## config.mk

```make
export PLATFORM = sky130hd
export DESIGN_NAME = tcw_ctrl
export DESIGN_NICKNAME = d
export VERILOG_FILES = /design/src/rtl/tcw_pkg.sv /design/src/rtl/tcw_ctrl.sv
export VERILOG_INCLUDE_DIRS = /design/src /design/src/rtl
export SDC_FILE = /design/constraint.sdc
export NUM_CORES = 1
export LEC_CHECK = 0
export ABC_AREA = 1
export BUFFER_PORTS_ARGS = -buffer_cell sky130_fd_sc_hd__buf_2
export CAP_MARGIN = 25
export CELL_PAD_IN_SITES_DETAIL_PLACEMENT = 1
export CELL_PAD_IN_SITES_GLOBAL_PLACEMENT = 1
export CORE_UTILIZATION = 25
export DETAILED_ROUTE_END_ITERATION = 6
export GPL_TIMING_DRIVEN = 0
export PLACE_DENSITY_LB_ADDON = 0.3
export SYNTH_ARGS = -nofsm -noshare
export SYNTH_HDL_FRONTEND = slang
export SYNTH_SLANG_ARGS = --single-unit
export TNS_END_PERCENT = 20
```

## constraint.sdc

```tcl
create_clock -name clk_i -period 1.1 [get_ports clk_i]
set_input_delay 0.33 -clock clk_i [delete_from_list [all_inputs] [get_ports clk_i]]
set_output_delay 0.33 -clock clk_i [all_outputs]
set_load 0.02 [all_outputs]
```

## src/rtl/text_console_writer_assert.svh

```systemverilog
// ----------------------------------------------------------------------------
// text console writer assertion macros
// shared concurrent assertion forms, clocked on the rising edge, reset masked
// ----------------------------------------------------------------------------
`ifndef TEXT_CONSOLE_WRITER_ASSERT_SVH
`define TEXT_CONSOLE_WRITER_ASSERT_SVH

// same-cycle implication
`define TCW_ASSERT_SAME(name, clk, rst_n, ante, cons, msg) \
  name: assert property (@(posedge clk) disable iff (!(rst_n)) (ante) |-> (cons)) \
    else $error(msg);

// next-cycle implication
`define TCW_ASSERT_NEXT(name, clk, rst_n, ante, cons, msg) \
  name: assert property (@(posedge clk) disable iff (!(rst_n)) (ante) |=> (cons)) \
    else $error(msg);

`endif

```

## src/rtl/tcw_pkg.sv

```systemverilog
// ----------------------------------------------------------------------------
// tcw_pkg
// geometry, codes, beat types and control bundles of the text console writer
// ----------------------------------------------------------------------------
package tcw_pkg;

  // screen geometry
  localparam int COLUMNS = 80;
  localparam int ROWS    = 25;
  localparam int CELLS   = ROWS * COLUMNS;
  localparam int ADDR_W  = (CELLS > 1) ? $clog2(CELLS) : 1;

  // field widths
  localparam int KIND_W = 3;
  localparam int CHAR_W = 8;
  localparam int COL_W  = 7;
  localparam int ROW_W  = 5;
  localparam int CLR_W  = 4;
  localparam int ATTR_W = 8;
  localparam int CELL_W = 16;

  // command kinds
  localparam logic [KIND_W-1:0] KIND_PUT_CHAR = 3'd0;
  localparam logic [KIND_W-1:0] KIND_SET_CUR  = 3'd1;
  localparam logic [KIND_W-1:0] KIND_PUT_AT   = 3'd2;
  localparam logic [KIND_W-1:0] KIND_CLEAR    = 3'd3;
  localparam logic [KIND_W-1:0] KIND_READ     = 3'd4;

  localparam logic [CHAR_W-1:0] NEWLINE = 8'h0A;

  // input beat
  typedef struct packed {
    logic [KIND_W-1:0] kind;
    logic [CHAR_W-1:0] character;
    logic [COL_W-1:0]  column;
    logic [ROW_W-1:0]  row;
    logic [CLR_W-1:0]  background;
    logic [CLR_W-1:0]  foreground;
  } tcw_in_t;

  // output beat
  typedef struct packed {
    logic [CELL_W-1:0] cell_data;
    logic [COL_W-1:0]  cursor_column;
    logic [ROW_W-1:0]  cursor_row;
  } tcw_out_t;

  // controller to datapath
  typedef struct packed {
    logic load_item;
    logic exec;
    logic sweep_start;
    logic sweep_copy;
    logic sweep_step;
    logic capture_read;
    logic load_out;
  } tcw_cmd_t;

  // datapath to controller
  typedef struct packed {
    logic [KIND_W-1:0] kind;
    logic              need_scroll;
    logic              sweep_last;
    logic              out_busy;
  } tcw_status_t;

  // linear store address of an in-range position
  function automatic logic [ADDR_W-1:0] cell_addr(logic [ROW_W-1:0] r, logic [COL_W-1:0] c);
    cell_addr = ADDR_W'(int'(r) * COLUMNS + int'(c));
  endfunction

endpackage

```

## src/rtl/tcw_ctrl.sv

```systemverilog
// ----------------------------------------------------------------------------
// tcw_ctrl
// sequencer: accept, execute, store sweeps, cell read and result hand-off
// ----------------------------------------------------------------------------
`include "text_console_writer_assert.svh"

module tcw_ctrl (
  input  logic                clk_i,
  input  logic                rst_ni,
  input  logic                in_valid_i,
  output logic                in_ready_o,
  output tcw_pkg::tcw_cmd_t   cmd_o,
  input  tcw_pkg::tcw_status_t status_i
);
  import tcw_pkg::*;

  localparam logic [2:0] S_IDLE   = 3'd0;
  localparam logic [2:0] S_EXEC   = 3'd1;
  localparam logic [2:0] S_SWEEP  = 3'd2;
  localparam logic [2:0] S_FLUSH  = 3'd3;
  localparam logic [2:0] S_READ   = 3'd4;
  localparam logic [2:0] S_FINISH = 3'd5;

  logic [2:0] state_q, state_d;
  logic       init_q, init_d;

  // state register, reset starts the clearing sweep
  always_ff @(posedge clk_i or negedge rst_ni) begin
    if (!rst_ni) begin
      state_q <= S_SWEEP;
      init_q  <= 1'b1;
    end else begin
      state_q <= state_d;
      init_q  <= init_d;
    end
  end

  // next state and commands
  always_comb begin
    state_d = state_q;
    init_d  = init_q;
    cmd_o   = '0;
    case (state_q)
      S_IDLE: begin
        if (in_valid_i) begin
          cmd_o.load_item = 1'b1;
          state_d         = S_EXEC;
        end
      end
      S_EXEC: begin
        cmd_o.exec = 1'b1;
        case (status_i.kind)
          KIND_PUT_CHAR: begin
            if (status_i.need_scroll) begin
              cmd_o.sweep_start = 1'b1;
              cmd_o.sweep_copy  = 1'b1;
              state_d           = S_SWEEP;
            end else begin
              state_d = S_FINISH;
            end
          end
          KIND_CLEAR: begin
            cmd_o.sweep_start = 1'b1;
            state_d           = S_SWEEP;
          end
          KIND_READ: state_d = S_READ;
          default:   state_d = S_FINISH;
        endcase
      end
      S_SWEEP: begin
        cmd_o.sweep_step = 1'b1;
        if (status_i.sweep_last) begin
          state_d = S_FLUSH;
        end
      end
      S_FLUSH: begin
        // last store write drains here
        if (init_q) begin
          init_d  = 1'b0;
          state_d = S_IDLE;
        end else begin
          state_d = S_FINISH;
        end
      end
      S_READ: begin
        cmd_o.capture_read = 1'b1;
        state_d            = S_FINISH;
      end
      S_FINISH: begin
        if (!status_i.out_busy) begin
          cmd_o.load_out = 1'b1;
          state_d        = S_IDLE;
        end
      end
      default: state_d = S_IDLE;
    endcase
  end

  assign in_ready_o = (state_q == S_IDLE);

  // checks
  `TCW_ASSERT_NEXT(a_sweep_ends_in_flush, clk_i, rst_ni,
    (state_q == S_SWEEP) && status_i.sweep_last, state_q == S_FLUSH, "sweep did not flush")
  `TCW_ASSERT_SAME(a_no_accept_during_init, clk_i, rst_ni,
    init_q, !in_ready_o, "input taken before the store was cleared")

endmodule

```

==> results.txt <==
The total congestion overflow after global routing came out at 0. After detailed routing, the number of remaining DRC violations is 0. The pin slew with the least headroom to its limit came out at 0.347 ns.

The final weighted congestion in routability-driven placement is 0.692. The number of antenna-violating nets in the routed design is 0. The total die area came out at 1480 sq um. The initial antenna violation count came to 0.

The number of top-level design ports is 17. The number of antenna cells inserted came out at 0. The initial detailed-routing violation count is 3. The global routing usage summed across all routing layers came out at 0.157. The minimum setup slack among reg-to-reg paths came out at -0.12 ns.

The flow ran to the end, but the final reports show violations. Setup repair after global routing could not meet its margin everywhere. The part of the Yosys area used for sequential elements came out at 0.309.

The worst hold slack came out at 0.412 ns. The commonest non-fill, non-tap cell in the layout is buf_2. The number of nets at the end of the flow came out at 78.

Measured along the x axis, the die boundary spans 38.4 um. The max-cap check violation count came out at 0. Setup violations remaining at the end of the flow were counted as 10. The clock net sink count is 4.

The hold violation count in the final report came out at 0. The number of pins with negative max-slew slack in the final report was 0. The leakage power came out at 0.265 nW.

The later-pin clock latency in the skew report came out at 0.24 ns. The synthesized area per cell is 7.54 sq um. Along the worst path, the maximum fanout reaches 3. The filler cell count came out at 144. TritonCTS built the clock tree.

The post-synth net total came out at 53. CTS built an H-tree with a depth of 1. The total standard cell area after synthesis came out at 332 sq um. In this run the tool buffered the top-level ports with 16 buffer cells.

In this run the tightest slew margin relative to its limit is 0.768. The peak supply drop came out at 1.26 mV. The synthesized instance count came out at 44. The fraction of layout cells with a size suffix above 1 came out at 0.676.

For the final database, setup skew stands at 0.0136 ns. The global-route wire length before repair came out at 1530 um. The endpoint required time on the critical path came out at 0.77 ns. The buffer depth of the longest clock path is 2. The area growth from synthesis to layout is 71.3%. After clock tree synthesis, the clock-pin slew on the worst setup and hold paths is 0.05 ns.

The sequential cell area is 105 sq um. The library cells used most frequently in the layout, excluding fill and tap cells, are buf_2, nand2_1, nor2_4, buf_4, buf_6. The number of different library cells used by synthesis comes to 18. The area of the core is 1170 sq um. The register bit count reported by yosys came out at 4.

After detailed routing, the total wire length is 942 um. The vertical die dimension came out at 38.4 um. The kind of path behind the tightest hold check is in -> async. The via density per instance came out at 4.59. Across all setup checks in the final design, the least slack found is -0.430 ns. The placed wire-length estimate came out at 695 um.

After routing, the total negative slack on setup checks comes to -3.24 ns. The area used by multi-input combinational logic is 245 sq um. The per-cell routed wire length came out at 11.5 um.

Timing would allow up to 0.654 GHz. The power density normalized to cell area came out at 2570 nW/um^2. Dividing the final minimum period by the clock period gives 1.39.

The initial core utilization came out at 0.283. The number of cell rows came out at 12. The worst setup path is launched from a register. The post-layout minimum cycle time came out at 1.53 ns.

The largest net degree at the start of global routing came out at 7. The depth of the most critical reg-to-reg path is 8. The number of vias after detailed routing came out at 376. The number of buffers created by CTS is 3. The final reports fail on negative setup slack. The via count of the first global-routing pass came out at 361. The detailed-routing iteration count for the pre-antenna-repair pass came out at 2. CTS placed an instance of clkbuf_4 at the clock tree root. The worst setup path is captured at a primary output. The data arrival time of the critical path came out at 1.20 ns. The critical path in this run is classified as reg -> out. The total of warnings raised by yosys came out at 0.
==> stage by stage <==
step / utilization / cells / cell area, sq um / power, mW / setup slack [ns]
final: 0.485 / 82 / 568 / 1.46 / -0.430
after global routing: 0.485 / 82 / 568 / 1.58 / -0.477
after CTS: 0.479 / 82 / 561 / 1.45 / -0.439
after detailed placement: 0.392 / 74 / 459 / 1.06 / -0.475
after global placement: 0.392 / 74 / 459 / 1.06 / -0.490
after floorplan: - / 44 / 362 / 0.875 / -0.214
==> final cells by class <==
type | count | share of cell area
clock buffers | 4 | 0.0463
well taps | 14 | 0.0308
repair buffers | 20 | 0.251
inverters | 7 | 0.0551
flip-flops and latches | 4 | 0.185
multi-input cells | 33 | 0.432
==> final timing paths <==
kind	endpoint	startpoint
min	state_q[0]	rst_ni
min reg2reg	init_q	init_q
max in group asynchronous	state_q[1]	rst_ni
max reg2reg	state_q[0]	state_q[1]
min in group clk_i	state_q[0]	status_i[0]
max	cmd_o[4]	state_q[1]
==> registers in the layout, summed over array words and instances, names as in the netlist <==
signal,cells
state_q,3
init_q,1
==> critical path, cell delays in order (launching register included) <==
cell and delay (ns):
dfstp_2 0.55, inv_4 0.05, nand2_4 0.07, nor2_4 0.05
inv_4 0.08, nor2_4 0.03, buf_6 0.13
==> synth_stat cells, drive strengths merged <==
master,number,area (sq um)
nor3,3,15.0
and2,1,6.26
inv,7,26.3
nor2,9,56.3
a21boi,1,7.51
dfstp,2,52.6
nand3,6,50.1
nor3b,1,7.51
o21ai,2,10.0
nand4,1,6.26
nand2,9,43.8
dfrtp,2,50.1
==> cell families after synthesis <==
| family | Yosys count | synth area share |
|---|---|---|
| buffers and inverters | 7 | 0.0792 |
| AO/OA/AOI/OAI | 3 | 0.0528 |
| flip-flops | 4 | 0.309 |
| AND/OR/NAND/NOR | 30 | 0.559 |
==> report_power, final <==
part | internal, mW | switching (mW) | leakage [nW]
clock | 0.136 | 0.0658 | 0.0150
sequential | 0.210 | 0.0883 | 0.0422
combinational | 0.380 | 0.582 | 0.208
==> metal layers <==
metal	vias up	part of all wire	track usage
met3	0	0.052	0.0698
met5	-	0	0
met2	11	0.53	0.280
met1	175	0.42	0.182
li1	190	-	-
met4	0	0	0
==> what timing repair did <==
item / 4_1_cts / 5_1_grt
endpoints found under the hold margin: 2 / 0
hold buffers: 1 / 0
buffers inserted: 3 / 0
pin swaps: 2 / 0
setup endpoints to repair: 10 / 10
gates resized for setup: 16 / 2
Power figures use the tool's default switching activity.
